[config.mk]
export PLATFORM = sky130hd
export DESIGN_NAME = frame_rate_monitor_unit
export DESIGN_NICKNAME = d
export VERILOG_FILES = /design/src/rtl/frm_pkg.sv /design/src/rtl/frm_div.sv /design/src/rtl/frm_hist.sv /design/src/rtl/frame_rate_monitor_unit.sv
export SDC_FILE = /design/constraint.sdc
export NUM_CORES = 2
export LEC_CHECK = 0
export BUFFER_PORTS_ARGS = -buffer_cell sky130_fd_sc_hd__buf_4
export CAP_MARGIN = 15
export CORE_MARGIN = 2
export CORE_UTILIZATION = 30
export CTS_BUF_LIST = sky130_fd_sc_hd__clkbuf_4
export CTS_CLUSTER_SIZE = 20
export DETAILED_ROUTE_END_ITERATION = 8
export PLACE_DENSITY = 0.43
export REMOVE_ABC_BUFFERS = 1
export SYNTH_ARGS = -nofsm -noshare
export SYNTH_HDL_FRONTEND = slang
export SYNTH_SLANG_ARGS = --single-unit
export TNS_END_PERCENT = 5
[constraint.sdc]
create_clock -name clk -period 16.4 [get_ports clk]
set_clock_uncertainty 0.2 [all_clocks]
set_input_delay 3.28 -clock clk [delete_from_list [all_inputs] [get_ports clk]]
set_output_delay 3.28 -clock clk [all_outputs]
set_load 0.02 [all_outputs]
[src/rtl/frm_pkg.sv]
// ============================================================================
// Frame rate monitor package
// Shared widths, codes and transaction types of the frame rate monitor.
// ============================================================================
`default_nettype none

package frm_pkg;

    // Field widths
    localparam int TS_W      = 48;
    localparam int RATE_W    = 12;
    localparam int IDX_W     = 6;
    localparam int MODE_W    = 2;
    localparam int DROP_W    = 40;
    localparam int STUT_W    = 32;
    localparam int HCOUNT_W  = 7;
    localparam int CFG_IDX_W = 1;

    // Quotient bits produced by the divider; the rounded rate never exceeds 4095.
    localparam int QUO_W = 13;

    localparam logic [RATE_W-1:0] RATE_MAX   = 12'd4095;
    localparam logic [RATE_W-1:0] TARGET_RST = 12'd60;
    localparam logic [RATE_W-1:0] THRESH_RST = 12'd4;

    // Operation codes carried in the mode field
    localparam logic [MODE_W-1:0] MODE_TICK  = 2'd0;
    localparam logic [MODE_W-1:0] MODE_CLEAR = 2'd1;
    localparam logic [MODE_W-1:0] MODE_READ  = 2'd2;

    // Configuration register indexes
    localparam logic [CFG_IDX_W-1:0] REG_TARGET_FPS        = 1'b0;
    localparam logic [CFG_IDX_W-1:0] REG_STUTTER_THRESHOLD = 1'b1;

    // Request transaction
    typedef struct packed {
        logic [MODE_W-1:0] mode;
        logic [TS_W-1:0]   timestamp;
        logic [IDX_W-1:0]  read_index;
    } tick_t;

    // Result transaction
    typedef struct packed {
        logic [RATE_W-1:0]   current_fps;
        logic [RATE_W-1:0]   min_fps;
        logic [RATE_W-1:0]   max_fps;
        logic [DROP_W-1:0]   dropped_total;
        logic [STUT_W-1:0]   stutter_total;
        logic [HCOUNT_W-1:0] history_count;
        logic                sample_recorded;
        logic [RATE_W-1:0]   history_value;
        logic                history_valid;
    } stat_t;

    // Control from the sequencer to the history ring
    typedef struct packed {
        logic              clear;
        logic              wr_en;
        logic [RATE_W-1:0] wr_data;
        logic              rd_en;
        logic [IDX_W-1:0]  rd_index;
    } hist_ctl_t;

endpackage

`default_nettype wire

[src/rtl/frm_div.sv]
// ============================================================================
// Frame rate monitor divider
// Restoring divider that retires one quotient bit per cycle.
// ============================================================================
`default_nettype none

module frm_div #(
    parameter int NUM_W = 50
) (
    input  wire logic                      clk,
    input  wire logic                      rst_n,
    input  wire logic                      start,
    input  wire logic [NUM_W-1:0]          num,
    input  wire logic [NUM_W-1:0]          den,
    output logic                           busy,
    output logic                           done,
    output logic [frm_pkg::QUO_W-1:0]      quo
);

    localparam int QUO_W = frm_pkg::QUO_W;
    localparam int DSH_W = NUM_W + QUO_W - 1;
    localparam int CNT_W = $clog2(QUO_W);

    logic [NUM_W-1:0] rem_reg;
    logic [DSH_W-1:0] dsh_reg;
    logic [QUO_W-1:0] quo_reg;
    logic [CNT_W-1:0] cnt_reg;
    logic             busy_reg;
    logic             done_reg;

    logic [DSH_W-1:0] rem_ext;
    logic [DSH_W-1:0] diff;
    logic             fits;

    // One trial subtraction of the shifted divisor per cycle
    assign rem_ext = DSH_W'(rem_reg);
    assign diff    = rem_ext - dsh_reg;
    assign fits    = rem_ext >= dsh_reg;

    // Control: busy for one cycle per quotient bit, then a one-cycle done
    always_ff @(posedge clk or negedge rst_n)
    begin
        if (!rst_n)
        begin
            busy_reg <= 1'b0;
            done_reg <= 1'b0;
            cnt_reg  <= '0;
        end
        else
        begin
            done_reg <= 1'b0;
            if (start && !busy_reg)
            begin
                busy_reg <= 1'b1;
                cnt_reg  <= CNT_W'(QUO_W - 1);
            end
            else if (busy_reg)
            begin
                if (cnt_reg == '0)
                begin
                    busy_reg <= 1'b0;
                    done_reg <= 1'b1;
                end
                else
                begin
                    cnt_reg <= cnt_reg - 1'b1;
                end
            end
        end
    end

    // Datapath: remainder, shifted divisor and quotient
    always_ff @(posedge clk)
    begin
        if (start && !busy_reg)
        begin
            rem_reg <= num;
            dsh_reg <= DSH_W'(den) << (QUO_W - 1);
            quo_reg <= '0;
        end
        else if (busy_reg)
        begin
            if (fits)
            begin
                rem_reg <= diff[NUM_W-1:0];
            end
            quo_reg <= {quo_reg[QUO_W-2:0], fits};
            dsh_reg <= dsh_reg >> 1;
        end
    end

    assign busy = busy_reg;
    assign done = done_reg;
    assign quo  = quo_reg;

`ifndef SYNTHESIS
    a_done_not_busy: assert property (@(posedge clk) disable iff (!rst_n)
        done_reg |-> !busy_reg)
        else $error("divider reports done while still iterating");

    a_start_busy: assert property (@(posedge clk) disable iff (!rst_n)
        (start && !busy_reg) |=> busy_reg)
        else $error("divider did not start");

    a_done_pulse: assert property (@(posedge clk) disable iff (!rst_n)
        done_reg |=> !done_reg)
        else $error("divider done lasted more than one cycle");
`endif

endmodule

`default_nettype wire

[src/rtl/frm_hist.sv]
// ============================================================================
// Frame rate monitor history ring
// Ring of recorded rates with a fill count and an oldest-first read port.
// ============================================================================
`default_nettype none

module frm_hist #(
    parameter int DEPTH = 64,
    localparam int HELD_W = $clog2(DEPTH + 1)
) (
    input  wire logic                        clk,
    input  wire logic                        rst_n,
    input  wire frm_pkg::hist_ctl_t          ctl,
    output logic [HELD_W-1:0]                held,
    output logic [frm_pkg::RATE_W-1:0]       rd_data,
    output logic                             rd_hit
);

    localparam int RATE_W = frm_pkg::RATE_W;
    localparam int IDX_W  = frm_pkg::IDX_W;
    localparam int PTR_W  = (DEPTH > 1) ? $clog2(DEPTH) : 1;
    localparam int SUM_W  = ((PTR_W > IDX_W) ? PTR_W : IDX_W) + 1;
    localparam int CMP_W  = (HELD_W > IDX_W) ? HELD_W : IDX_W;

    logic [RATE_W-1:0] mem [DEPTH];

    logic [PTR_W-1:0]  wp_reg;
    logic [HELD_W-1:0] held_reg;
    logic [RATE_W-1:0] rd_data_reg;
    logic              rd_hit_reg;

    logic              full;
    logic [PTR_W-1:0]  wp_next;
    logic              hit_c;
    logic [SUM_W-1:0]  pos_sum;
    logic [SUM_W-1:0]  pos_wrap;
    logic [PTR_W-1:0]  rd_addr;

    assign full    = held_reg == HELD_W'(DEPTH);
    assign wp_next = (wp_reg == PTR_W'(DEPTH - 1)) ? '0 : wp_reg + 1'b1;

    // Oldest entry sits at index 0 until the ring wraps, then at the write pointer
    assign hit_c    = CMP_W'(ctl.rd_index) < CMP_W'(held_reg);
    assign pos_sum  = full ? SUM_W'(wp_reg) + SUM_W'(ctl.rd_index) : SUM_W'(ctl.rd_index);
    assign pos_wrap = (pos_sum >= SUM_W'(DEPTH)) ? pos_sum - SUM_W'(DEPTH) : pos_sum;
    assign rd_addr  = pos_wrap[PTR_W-1:0];

    // Pointer and fill count; entries beyond the fill count are never read
    always_ff @(posedge clk or negedge rst_n)
    begin
        if (!rst_n)
        begin
            wp_reg     <= '0;
            held_reg   <= '0;
            rd_hit_reg <= 1'b0;
        end
        else
        begin
            if (ctl.clear)
            begin
                wp_reg   <= '0;
                held_reg <= '0;
            end
            else if (ctl.wr_en)
            begin
                wp_reg <= wp_next;
                if (!full)
                begin
                    held_reg <= held_reg + 1'b1;
                end
            end
            if (ctl.rd_en)
            begin
                rd_hit_reg <= hit_c;
            end
        end
    end

    // Ring storage with a registered read
    always_ff @(posedge clk)
    begin
        if (ctl.wr_en)
        begin
            mem[wp_reg] <= ctl.wr_data;
        end
        if (ctl.rd_en && hit_c)
        begin
            rd_data_reg <= mem[rd_addr];
        end
    end

    assign held    = held_reg;
    assign rd_data = rd_data_reg;
    assign rd_hit  = rd_hit_reg;

`ifndef SYNTHESIS
    a_held_bound: assert property (@(posedge clk) disable iff (!rst_n)
        held_reg <= HELD_W'(DEPTH))
        else $error("history fill count beyond ring depth");

    a_clear_empties: assert property (@(posedge clk) disable iff (!rst_n)
        ctl.clear |=> (held_reg == '0 && wp_reg == '0))
        else $error("history clear left entries behind");

    a_fill_grows: assert property (@(posedge clk) disable iff (!rst_n)
        (ctl.wr_en && !ctl.clear && !full) |=> held_reg == $past(held_reg) + 1'b1)
        else $error("history fill count did not advance on a write");
`endif

endmodule

`default_nettype wire

[src/rtl/frame_rate_monitor_unit.sv]
// ============================================================================
// Frame rate monitor
// Counts frame ticks over windows of at least one second, records the
// rounded frame rate of each window and keeps rate statistics and history.
// ============================================================================
//
//   Channel   Signals                          Direction  Role
//   tick      tick_valid/tick_stall/tick_data  in         tick, clear, read
//   stat      stat_valid/stat_stall/stat_data  out        status after each
//   cfg       cfg_wr_en/cfg_index/cfg_data     in         register writes
//
// A clear or an unused mode goes from idle to the finish state, a history read
// via the read state, and a tick via the tick and, with a window open, the
// check states. A tick that closes a window goes on via the numerator, divide
// and record states; the restoring divider forms the rounded rate in 13 steps.
// One transaction is in flight at a time; tick_stall is high until the
// sequencer returns to idle, and a full, stalled output register holds it.
// Reset clears all statistics; the history ring needs no clearing pass.
// ============================================================================
`default_nettype none

module frame_rate_monitor_unit #(
    parameter int HISTORY_DEPTH    = 64,
    parameter int TICKS_PER_SECOND = 1000000
) (
    input  wire logic                              clk,
    input  wire logic                              rst_n,
    input  wire logic                              tick_valid,
    output logic                                   tick_stall,
    input  wire frm_pkg::tick_t                    tick_data,
    output logic                                   stat_valid,
    input  wire logic                              stat_stall,
    output frm_pkg::stat_t                         stat_data,
    input  wire logic                              cfg_wr_en,
    input  wire logic [frm_pkg::CFG_IDX_W-1:0]     cfg_index,
    input  wire logic [frm_pkg::RATE_W-1:0]        cfg_data
);

    localparam int TS_W    = frm_pkg::TS_W;
    localparam int RATE_W  = frm_pkg::RATE_W;
    localparam int DROP_W  = frm_pkg::DROP_W;
    localparam int STUT_W  = frm_pkg::STUT_W;
    localparam int HC_W    = frm_pkg::HCOUNT_W;
    localparam int QUO_W   = frm_pkg::QUO_W;
    localparam int DSUM_W  = DROP_W + 1;
    localparam int TPS_W   = $clog2(TICKS_PER_SECOND + 1);
    localparam int PROD_W  = RATE_W + TPS_W;
    localparam int SUMA_W  = (PROD_W + 1 > TS_W) ? PROD_W + 1 : TS_W;
    localparam int NUM_W   = SUMA_W + 1;
    localparam int HELD_W  = $clog2(HISTORY_DEPTH + 1);
    localparam logic [TPS_W-1:0] TPS_VAL = TPS_W'(TICKS_PER_SECOND);

    typedef enum logic [7:0] {
        ST_IDLE = 8'b0000_0001,
        ST_TICK = 8'b0000_0010,
        ST_CHK  = 8'b0000_0100,
        ST_NUM  = 8'b0000_1000,
        ST_DIV  = 8'b0001_0000,
        ST_REC  = 8'b0010_0000,
        ST_READ = 8'b0100_0000,
        ST_FIN  = 8'b1000_0000
    } state_t;

    state_t state_reg;
    state_t state_next;

    frm_pkg::tick_t req_reg;
    frm_pkg::stat_t out_reg;
    logic           out_valid_reg;

    logic [RATE_W-1:0] target_reg;
    logic [RATE_W-1:0] thresh_reg;

    logic              started_reg;
    logic [TS_W-1:0]   wstart_reg;
    logic [RATE_W-1:0] fcount_reg;
    logic [TS_W-1:0]   elapsed_reg;
    logic              borrow_reg;
    logic [PROD_W-1:0] prod_reg;
    logic [RATE_W-1:0] last_reg;
    logic [RATE_W-1:0] low_reg;
    logic [RATE_W-1:0] high_reg;
    logic [DROP_W-1:0] drop_reg;
    logic [STUT_W-1:0] stut_reg;
    logic              rec_reg;

    logic              accept;
    logic              load_out;
    logic [TS_W:0]     ts_diff;
    logic [NUM_W-1:0]  div_num;
    logic [NUM_W-1:0]  div_den;
    logic              div_busy;
    logic              div_done;
    logic [QUO_W-1:0]  div_quo;
    logic [RATE_W-1:0] fps_c;
    logic [RATE_W-1:0] shortfall_c;
    logic [DSUM_W-1:0] drop_sum_c;

    frm_pkg::hist_ctl_t hist_ctl;
    logic [HELD_W-1:0]  held;
    logic [RATE_W-1:0]  hist_data;
    logic               hist_hit;
    logic               read_hit_c;

    assign tick_stall = state_reg != ST_IDLE;
    assign accept     = tick_valid && !tick_stall;
    assign load_out   = (state_reg == ST_FIN) && (!out_valid_reg || !stat_stall);

    // Sequencer
    always_comb
    begin
        state_next = state_reg;
        case (state_reg)
            ST_IDLE:
            begin
                if (accept)
                begin
                    if (tick_data.mode == frm_pkg::MODE_TICK)
                    begin
                        state_next = ST_TICK;
                    end
                    else if (tick_data.mode == frm_pkg::MODE_READ)
                    begin
                        state_next = ST_READ;
                    end
                    else
                    begin
                        state_next = ST_FIN;
                    end
                end
            end
            ST_TICK: state_next = started_reg ? ST_CHK : ST_FIN;
            ST_CHK:
            begin
                if (borrow_reg || elapsed_reg < TS_W'(TPS_VAL))
                begin
                    state_next = ST_FIN;
                end
                else
                begin
                    state_next = ST_NUM;
                end
            end
            ST_NUM:  state_next = ST_DIV;
            ST_DIV:  state_next = div_done ? ST_REC : ST_DIV;
            ST_REC:  state_next = ST_FIN;
            ST_READ: state_next = ST_FIN;
            ST_FIN:  state_next = load_out ? ST_IDLE : ST_FIN;
            default: state_next = ST_IDLE;
        endcase
    end

    always_ff @(posedge clk or negedge rst_n)
    begin
        if (!rst_n)
        begin
            state_reg <= ST_IDLE;
        end
        else
        begin
            state_reg <= state_next;
        end
    end

    // Configuration registers
    always_ff @(posedge clk or negedge rst_n)
    begin
        if (!rst_n)
        begin
            target_reg <= frm_pkg::TARGET_RST;
            thresh_reg <= frm_pkg::THRESH_RST;
        end
        else if (cfg_wr_en)
        begin
            case (cfg_index)
                frm_pkg::REG_TARGET_FPS:        target_reg <= cfg_data;
                frm_pkg::REG_STUTTER_THRESHOLD: thresh_reg <= cfg_data;
                default: ;
            endcase
        end
    end

    // Request capture
    always_ff @(posedge clk)
    begin
        if (accept)
        begin
            req_reg <= tick_data;
        end
    end

    // Elapsed time since the window start, with the borrow marking an earlier tick
    assign ts_diff = {1'b0, req_reg.timestamp} - {1'b0, wstart_reg};

    // Rounded rate: (2 * count * tps + elapsed) / (2 * elapsed)
    assign div_num = NUM_W'({prod_reg, 1'b0}) + NUM_W'(elapsed_reg);
    assign div_den = NUM_W'({elapsed_reg, 1'b0});

    frm_div #(
        .NUM_W (NUM_W)
    ) u_div (
        .clk   (clk),
        .rst_n (rst_n),
        .start (state_reg == ST_NUM),
        .num   (div_num),
        .den   (div_den),
        .busy  (div_busy),
        .done  (div_done),
        .quo   (div_quo)
    );

    // Window timing and multiplier stage
    always_ff @(posedge clk)
    begin
        if (state_reg == ST_TICK)
        begin
            elapsed_reg <= ts_diff[TS_W-1:0];
            borrow_reg  <= ts_diff[TS_W];
        end
        if (state_reg == ST_CHK)
        begin
            prod_reg <= PROD_W'(fcount_reg) * PROD_W'(TPS_VAL);
        end
    end

    // Clear, frame counting and rate statistics for the window being closed
    assign fps_c       = (div_quo > QUO_W'(frm_pkg::RATE_MAX)) ? frm_pkg::RATE_MAX
                                                               : div_quo[RATE_W-1:0];
    assign shortfall_c = (target_reg > fps_c) ? target_reg - fps_c : '0;
    assign drop_sum_c  = DSUM_W'(drop_reg) + DSUM_W'(shortfall_c);

    always_ff @(posedge clk or negedge rst_n)
    begin
        if (!rst_n)
        begin
            started_reg <= 1'b0;
            wstart_reg  <= '0;
            fcount_reg  <= '0;
            last_reg    <= '0;
            low_reg     <= frm_pkg::RATE_MAX;
            high_reg    <= '0;
            drop_reg    <= '0;
            stut_reg    <= '0;
            rec_reg     <= 1'b0;
        end
        else if (accept)
        begin
            rec_reg <= 1'b0;
            if (tick_data.mode == frm_pkg::MODE_CLEAR)
            begin
                started_reg <= 1'b0;
                wstart_reg  <= '0;
                fcount_reg  <= '0;
                last_reg    <= '0;
                low_reg     <= frm_pkg::RATE_MAX;
                high_reg    <= '0;
                drop_reg    <= '0;
                stut_reg    <= '0;
            end
        end
        else if (state_reg == ST_TICK)
        begin
            if (!started_reg)
            begin
                started_reg <= 1'b1;
                wstart_reg  <= req_reg.timestamp;
                fcount_reg  <= RATE_W'(1);
            end
            else if (fcount_reg != frm_pkg::RATE_MAX)
            begin
                fcount_reg <= fcount_reg + 1'b1;
            end
        end
        else if (state_reg == ST_REC)
        begin
            last_reg   <= fps_c;
            wstart_reg <= req_reg.timestamp;
            fcount_reg <= '0;
            rec_reg    <= 1'b1;
            if (fps_c < low_reg)
            begin
                low_reg <= fps_c;
            end
            if (fps_c > high_reg)
            begin
                high_reg <= fps_c;
            end
            drop_reg <= drop_sum_c[DROP_W] ? '1 : drop_sum_c[DROP_W-1:0];
            if (shortfall_c >= thresh_reg && stut_reg != '1)
            begin
                stut_reg <= stut_reg + 1'b1;
            end
        end
    end

    // History ring
    always_comb
    begin
        hist_ctl          = '0;
        hist_ctl.clear    = accept && (tick_data.mode == frm_pkg::MODE_CLEAR);
        hist_ctl.wr_en    = state_reg == ST_REC;
        hist_ctl.wr_data  = fps_c;
        hist_ctl.rd_en    = state_reg == ST_READ;
        hist_ctl.rd_index = req_reg.read_index;
    end

    frm_hist #(
        .DEPTH (HISTORY_DEPTH)
    ) u_hist (
        .clk     (clk),
        .rst_n   (rst_n),
        .ctl     (hist_ctl),
        .held    (held),
        .rd_data (hist_data),
        .rd_hit  (hist_hit)
    );

    assign read_hit_c = (req_reg.mode == frm_pkg::MODE_READ) && hist_hit;

    // Output register
    always_ff @(posedge clk or negedge rst_n)
    begin
        if (!rst_n)
        begin
            out_valid_reg <= 1'b0;
        end
        else if (load_out)
        begin
            out_valid_reg <= 1'b1;
        end
        else if (!stat_stall)
        begin
            out_valid_reg <= 1'b0;
        end
    end

    always_ff @(posedge clk)
    begin
        if (load_out)
        begin
            out_reg.current_fps     <= last_reg;
            out_reg.min_fps         <= (held != '0) ? low_reg : '0;
            out_reg.max_fps         <= high_reg;
            out_reg.dropped_total   <= drop_reg;
            out_reg.stutter_total   <= stut_reg;
            out_reg.history_count   <= HC_W'(held);
            out_reg.sample_recorded <= rec_reg;
            out_reg.history_value   <= read_hit_c ? hist_data : '0;
            out_reg.history_valid   <= read_hit_c;
        end
    end

    assign stat_valid = out_valid_reg;
    assign stat_data  = out_reg;

`ifndef SYNTHESIS
    a_clear_stats: assert property (@(posedge clk) disable iff (!rst_n)
        (accept && tick_data.mode == frm_pkg::MODE_CLEAR)
        |=> (!started_reg && drop_reg == '0 && stut_reg == '0 && held == '0))
        else $error("clear left statistics behind");

    a_div_in_window: assert property (@(posedge clk) disable iff (!rst_n)
        div_busy |-> state_reg == ST_DIV)
        else $error("divider running outside the division step");

    a_min_le_max: assert property (@(posedge clk) disable iff (!rst_n)
        (stat_valid && stat_data.history_count != '0)
        |-> stat_data.min_fps <= stat_data.max_fps)
        else $error("reported minimum rate above maximum rate");

    a_record_started: assert property (@(posedge clk) disable iff (!rst_n)
        (state_reg == ST_REC) |-> started_reg)
        else $error("rate recorded before any window was opened");
`endif

endmodule

`default_nettype wire
After elaboration in Yosys (flattened, before gate mapping). Memory sizes are Yosys's and may differ from the RTL's. A register that Yosys moved wholly into a read port is not among the register bits. Index checks and enable logic that the tools add are counted.

Memories kept: 1. Output and inout bits: 131. RAM bits: 768. Latch bits: 0. Memory bits (read-only): 0. Input bits: 74. Flip-flop bits (word level): 606. Logic and storage cells: 200.

Divide/modulo/power cells: 0. Bitwise gates (word level): 1. Shift operators: 0. Reductions and logical operators: 39. Order comparisons: 9. Add/subtract/negate cells: 12. Multipliers: 1. Eq/ne operators: 24. Muxes and demuxes: 75.

Memories: u_hist.mem (words 64, width 12, read ports 1, clocked after memory_dff 1, wr ports 1, line frm_hist.sv:25) `logic [RATE_W-1:0] mem [DEPTH];`.

Operators with widths (number): two-way mux 12 bit (20); two-way mux 48 bit (5); two-way mux 40 bit (5); two-way mux 32 bit (5); two-way mux 49 bit (3); two-way mux 61 bit (2); greater-or-equal comparator 49 x 61 -> 1 bit (1); one-hot mux 8 bit (7 select lines) (1); adder 33 x 48 -> 49 bit (1); subtractor 48 x 48 -> 49 bit (1); subtractor 49 bit (1); less-than comparator 48 x 20 -> 1 bit, second input constant (1); two-way mux 8 bit (6); adder 40 x 12 -> 41 bit (1); adder 32 x 1 -> 32 bit, second input constant (1); inequality test 32 bit, second input constant (1); two-way mux 6 bit (5); two-way mux 7 bit (4); multiplier 12 x 14 -> 26 bit, second input constant (1); > comparator 12 bit (2); two-way mux 1 bit (16); nonzero test 2 bit (8); AND reduction 2 bit (7); > comparator 13 x 12 -> 1 bit, second input constant (1); 41 further kinds (62).

Depth between registers and ports, before layout.
Word-level depth: 10. Gate-level depth with buffers: 28. Depth with buffers taken out: 24.

Hierarchy. From an unflattened synthesis, not the netlist that was laid out.

Cell total of the unflattened synthesis: 5570. Area total of the unflattened synthesis: 66223.5 µm².

By module, submodules not included: frm_hist (cells each 2217, area each 31921.9 µm², instances 1); frame_rate_monitor_unit (cells each 2335, area each 25620.8 µm², instances 1); frm_div (cells each 1018, area each 8680.8 µm², instances 1).

Least setup slack after synthesis. No wires, ideal clock.

Path kind: input -> register. Start point: input port stat_stall. End point: register out_reg, in the netlist stat_data[0], enable pin. Library setup time: 0.660 ns. Slack: 6.009 ns. Required time: 15.540 ns. Arrival: 9.530 ns. Stages: 1. Path through: a21oi_1.

Cells in the longest elaborated chain, start to end: 3.

Ends and longest elaborated chain: start: declaration (line frame_rate_monitor_unit.sv:32) `input wire logic stat_stall,`; zero test 1 bit; logical OR 1 bit (line frame_rate_monitor_unit.sv:107) `assign load_out = (state_reg == ST_FIN) && (!out_valid_reg || !stat_stall);`; logical AND 1 bit (line frame_rate_monitor_unit.sv:107); end: declaration (line frame_rate_monitor_unit.sv:68) `frm_pkg::stat_t out_reg;`.

Every way passes these cells. A chain may end at the register's enable or synchronous reset.

Final worst setup path.
Start point: register u_div.quo_reg[12] (netlist: u_div.quo[12]). End point: register drop_reg[6].

Cells in the longest elaborated chain, start to end: 9. Elaborated cells on any way between the ends: 10. Those cells by class: 2 x add/sub; 2 x order compare; 6 x mux.

Ends and longest elaborated chain: start: declaration (line frm_div.sv:26) `logic [QUO_W-1:0] quo_reg;`; start signal: assignment (line frm_div.sv:87) `quo_reg <= {quo_reg[QUO_W-2:0], fits};`; > comparator 13 x 12 -> 1 bit * (line frame_rate_monitor_unit.sv:227) `assign fps_c = (div_quo > QUO_W'(frm_pkg::RATE_MAX)) ? frm_pkg::RATE_MAX`; two-way mux 12 bit * (line frame_rate_monitor_unit.sv:227); named net fps_c[0] (line frame_rate_monitor_unit.sv:95) `logic [RATE_W-1:0] fps_c;`; subtractor 12 bit or > comparator 12 bit (tied branches) (line frame_rate_monitor_unit.sv:229) `assign shortfall_c = (target_reg > fps_c) ? target_reg - fps_c : '0;`; two-way mux 12 bit * (line frame_rate_monitor_unit.sv:229); adder 40 x 12 -> 41 bit * (line frame_rate_monitor_unit.sv:230) `assign drop_sum_c = DSUM_W'(drop_reg) + DSUM_W'(shortfall_c);`; two-way mux 40 bit * (line frame_rate_monitor_unit.sv:288) `drop_reg <= drop_sum_c[DROP_W] ? '1 : drop_sum_c[DROP_W-1:0];`; two-way mux 40 bit * (line frame_rate_monitor_unit.sv:274) `else if (state_reg == ST_REC)`; two-way mux 40 bit * (line frame_rate_monitor_unit.sv:261) `else if (state_reg == ST_TICK)`; two-way mux 40 bit * (line frame_rate_monitor_unit.sv:246) `else if (accept)`; end signal: assignment (line frame_rate_monitor_unit.sv:288); end: declaration (line frame_rate_monitor_unit.sv:83) `logic [DROP_W-1:0] drop_reg;`.

The timed path passes the listed nets; every way through them passes the cells marked *. The select of a mux whose other input is x is not followed.

==> impl_results.md <==
- # rows: 170
- Largest cells by area after synthesis: edfxtp_1 (53%), dfrtp_1 (7.9%), mux4_2 (7.1%)
- TritonCTS clock tree: built
- Top-count cell post-synth: edfxtp_1
- Placeable Area: 0.215 sq mm
- Combinational family with the most area after synthesis: compound AO/OA/AOI/OAI gates
- Met2 usage: 26.4%
- Critical Path Sink Type: flip-flop
- Die Span X: 469 um
- Hold_sp: last_reg[8]$_DFFE_PN0P_
- H-Tree Depth: 5
- Number of buffers added on ports: 204
- Clock Tree Buf Depth: 4
- Placed cells: 7,632
- Vias in the first global route: 42.0k
- Crit path max-delay cell type: dfxtp_1
- Seq cells post-synth: 1,386
- Vias per cell: 4.86
- WHS Path Cells: 0
- PostCTS Resize Cnt: 0
- Top cell type's share of synthesized area: 52.7%
- CP Launch Type: flip-flop
- Max Slew Vio Count: 0
- Post-synth top cells: edfxtp_1 (1,137), nand2_1 (311), ha_1 (273)
- Syn Area/Cell: 13.9 sq um
- CP arrival: 7.88 ns
- Min cycle time layout: 6.97 ns
- Compound-Gate Fraction of Synth Area: 9.24%
- Instance count on the critical path: 25
- Initial core utilization: 30.2%
- Drt wl/cell: 21.2 um
- Yosys Warn Count: 0
- Post-synthesis cell area: 0.0647 sq mm
- Final hold violation count: 0
- Largest net degree at the start of global routing: 129
- Router iterations before antenna repair: 6
- Detailed-route wire length: 176 mm
- Crit-path max cell delay: 0.68 ns
- FMAX: 144 MHz
- Final Util: 34.9%
- Cells after Synth: 4,667
- Routability cong.: 0.808
- Adder-Cell Fraction of Synth Area: 6.58%
- RSZ-0062 raised after global routing: no
- Vias: 40.4k
- I/O pin cnt: 205
- Max FFs per register: 768
- Clock-pin slew on the worst setup and hold paths: 0.07 ns
- Overflow after GRT: 0
- Sequential element share of the synthesized area: 62.2%
- Worst Hold Class: reg -> reg
- Area grow syn2layout: 15.9%
- Area leader, netlist: edfxtp_1
- First-pass GRT wire length: 266 mm
- GR Layer Usage met3: 2.63%
- Top Family by Delay on Critical Path: compound AO/OA/AOI/OAI gates
- Post-synthesis xor/xnor area fraction: 2.44%
- Asr flop ratio synth: 16.1%
- Worst reg2reg path startpoint: u_div.quo[12]$_SDFFE_PP0P_
- Total power: 10.1 mW
- Buffers plus inverters on the worst setup path: 4
- Max_slew headroom: 29.1%
- Post-synthesis mux area share: 8.49%
- Worst Path Class, Setup: reg -> reg
- Final std cells w/o fill: 8,318
- Cell Pwr Density: 135 mW/mm^2
- Total Nets Final: 5,582
- Num CTS Buffers: 397
- Endpoints failing setup: 0
- Initial antenna violation count: 5
- CP required: 17.31 ns
- Share of cells above drive strength 1: 23.0%
- CTS Sinks: 1,386
- CTS Root Cell: clkbuf_4
- Worst Tran Pin Value: 1.06 ns
- Worst r2r path cells: 25
- Crit path from: u_div.quo[12]$_SDFFE_PP0P_
- Worst skew pair latency: 1.28 ns
- Die height: 469 um
- Max IR drop VDD: 0.0000760 V
- Met1 Track Usage GR: 21.5%
- Top Usage Layer GRT: met2
- Post-DP HPWL: 114 mm
- Final period util: 42.5%
- Max_cap viols: 0
- GRT Overall Usage: 16.0%
- DRC: 0
- CP max FO: 41
- Simple-gate portion of the synthesized area: 8.31%
- Routed Antenna Nets: 0
- Post-synth EDFFs: 1,137
- Hold buffer count at cts: 0
- # Post-CTS Setup Buffers: 0
- DR iter-0 viols: 2,491
- Status: complete, no violations
- Library cells used by synthesis: 93
- Die Footprint: 0.220 sq mm
- Most used DFF post-synth: edfxtp_1
- LEAKAGE: 27.0 nW
## placed cells by master (no fill, tap or decap), types with 23 or more instances in the layout
master	Yosys	final
fa_1	41	41
mux2i_1	62	60
a211oi_1	77	77
nor2b_1	77	77
dfrtp_1	205	204
dfxtp_1	26	26
nor3_1	53	52
clkbuf_4	0	607
mux2_2	25	25
nor2_1	254	245
o211ai_1	33	33
inv_1	266	253
edfxtp_1	1137	1137
o21ai_0	223	223
ha_1	273	273
nand2_1	311	309
nand3_1	124	124
nand4_1	39	39
a21oi_1	262	258
a31oi_1	32	31
xnor2_1	112	112
and2_1	45	44
or4_1	23	23
o31ai_1	25	25
buf_4	1	317
o21a_1	39	39
clkinv_1	0	57
and3_1	35	35
xor2_1	68	68
a21o_1	87	87
mux4_2	204	204
nand2b_1	42	41
## power by group
group	switching [mW]	internal [mW]
registers	0.193	4.18
logic	1.55	1.06
clock network	1.46	1.69
## logic make-up after synthesis
group / count (synthesis)
AO/OA/AOI/OAI: 938
XOR/XNOR: 180
adder cells (fa/ha/maj): 316
buffers and inverters: 459
flip-flops: 1386
multiplexers: 291
AND/OR/NAND/NOR: 1097
## per-layer routing
metal  vias to the layer above  part of all wire (%)
li1                      19000                     -
met1                     20200                    45
met2                       897                    48
met3                       312                   4.1
met4                         0                   2.5
met5                         -                     0
## layout make-up
class,instances,area (sq um)
Fill cell,21100,140000
Sequential cell,1386,40300
Multi-Input combinational cell,2822,22800
Clock buffer,607,4560
Tap cell,2838,3550
Timing Repair Buffer,321,2450
Inverter,266,1000
Clock inverter,68,324
Antenna cell,10,25.0
## worst reg2reg max path: cells and delay by family, from the launching register on
kind	cells	cell delay, ns
AOI/OAI and AO/OA	10	2.12
buffers and inverters	4	0.79
and+or+nand+nor	7	1.92
adders and majority gates	4	1.19
DFF	1	0.68
## worst paths after layout
path	endpoint	slack [ns]
min in group asynchronous	wstart_reg[45]$_DFFE_PN0P_	1.75
min reg2reg	stat_data[125]$_DFFE_PP_	0.17
max reg2reg	drop_reg[6]$_DFFE_PN0P_	9.43
max	drop_reg[6]$_DFFE_PN0P_	9.43
max in group asynchronous	fcount_reg[11]$_DFFE_PN0P_	12.88
min	stat_data[125]$_DFFE_PP_	0.17
## stage by stage
step                      hold slack, ns  setup WS, ns  cell area [sq um]  TNS (ns)
final                              0.168          9.43              75000         0
after global routing               0.202          8.85              75000         0
after CTS                          0.146          9.11              75000         0
after detailed placement           0.232          9.10              70100         0
after global placement             0.227          9.17              70100         0
after floorplan                    0.214         -4.64              64000    -55.66
Power figures use the tool's default switching activity.
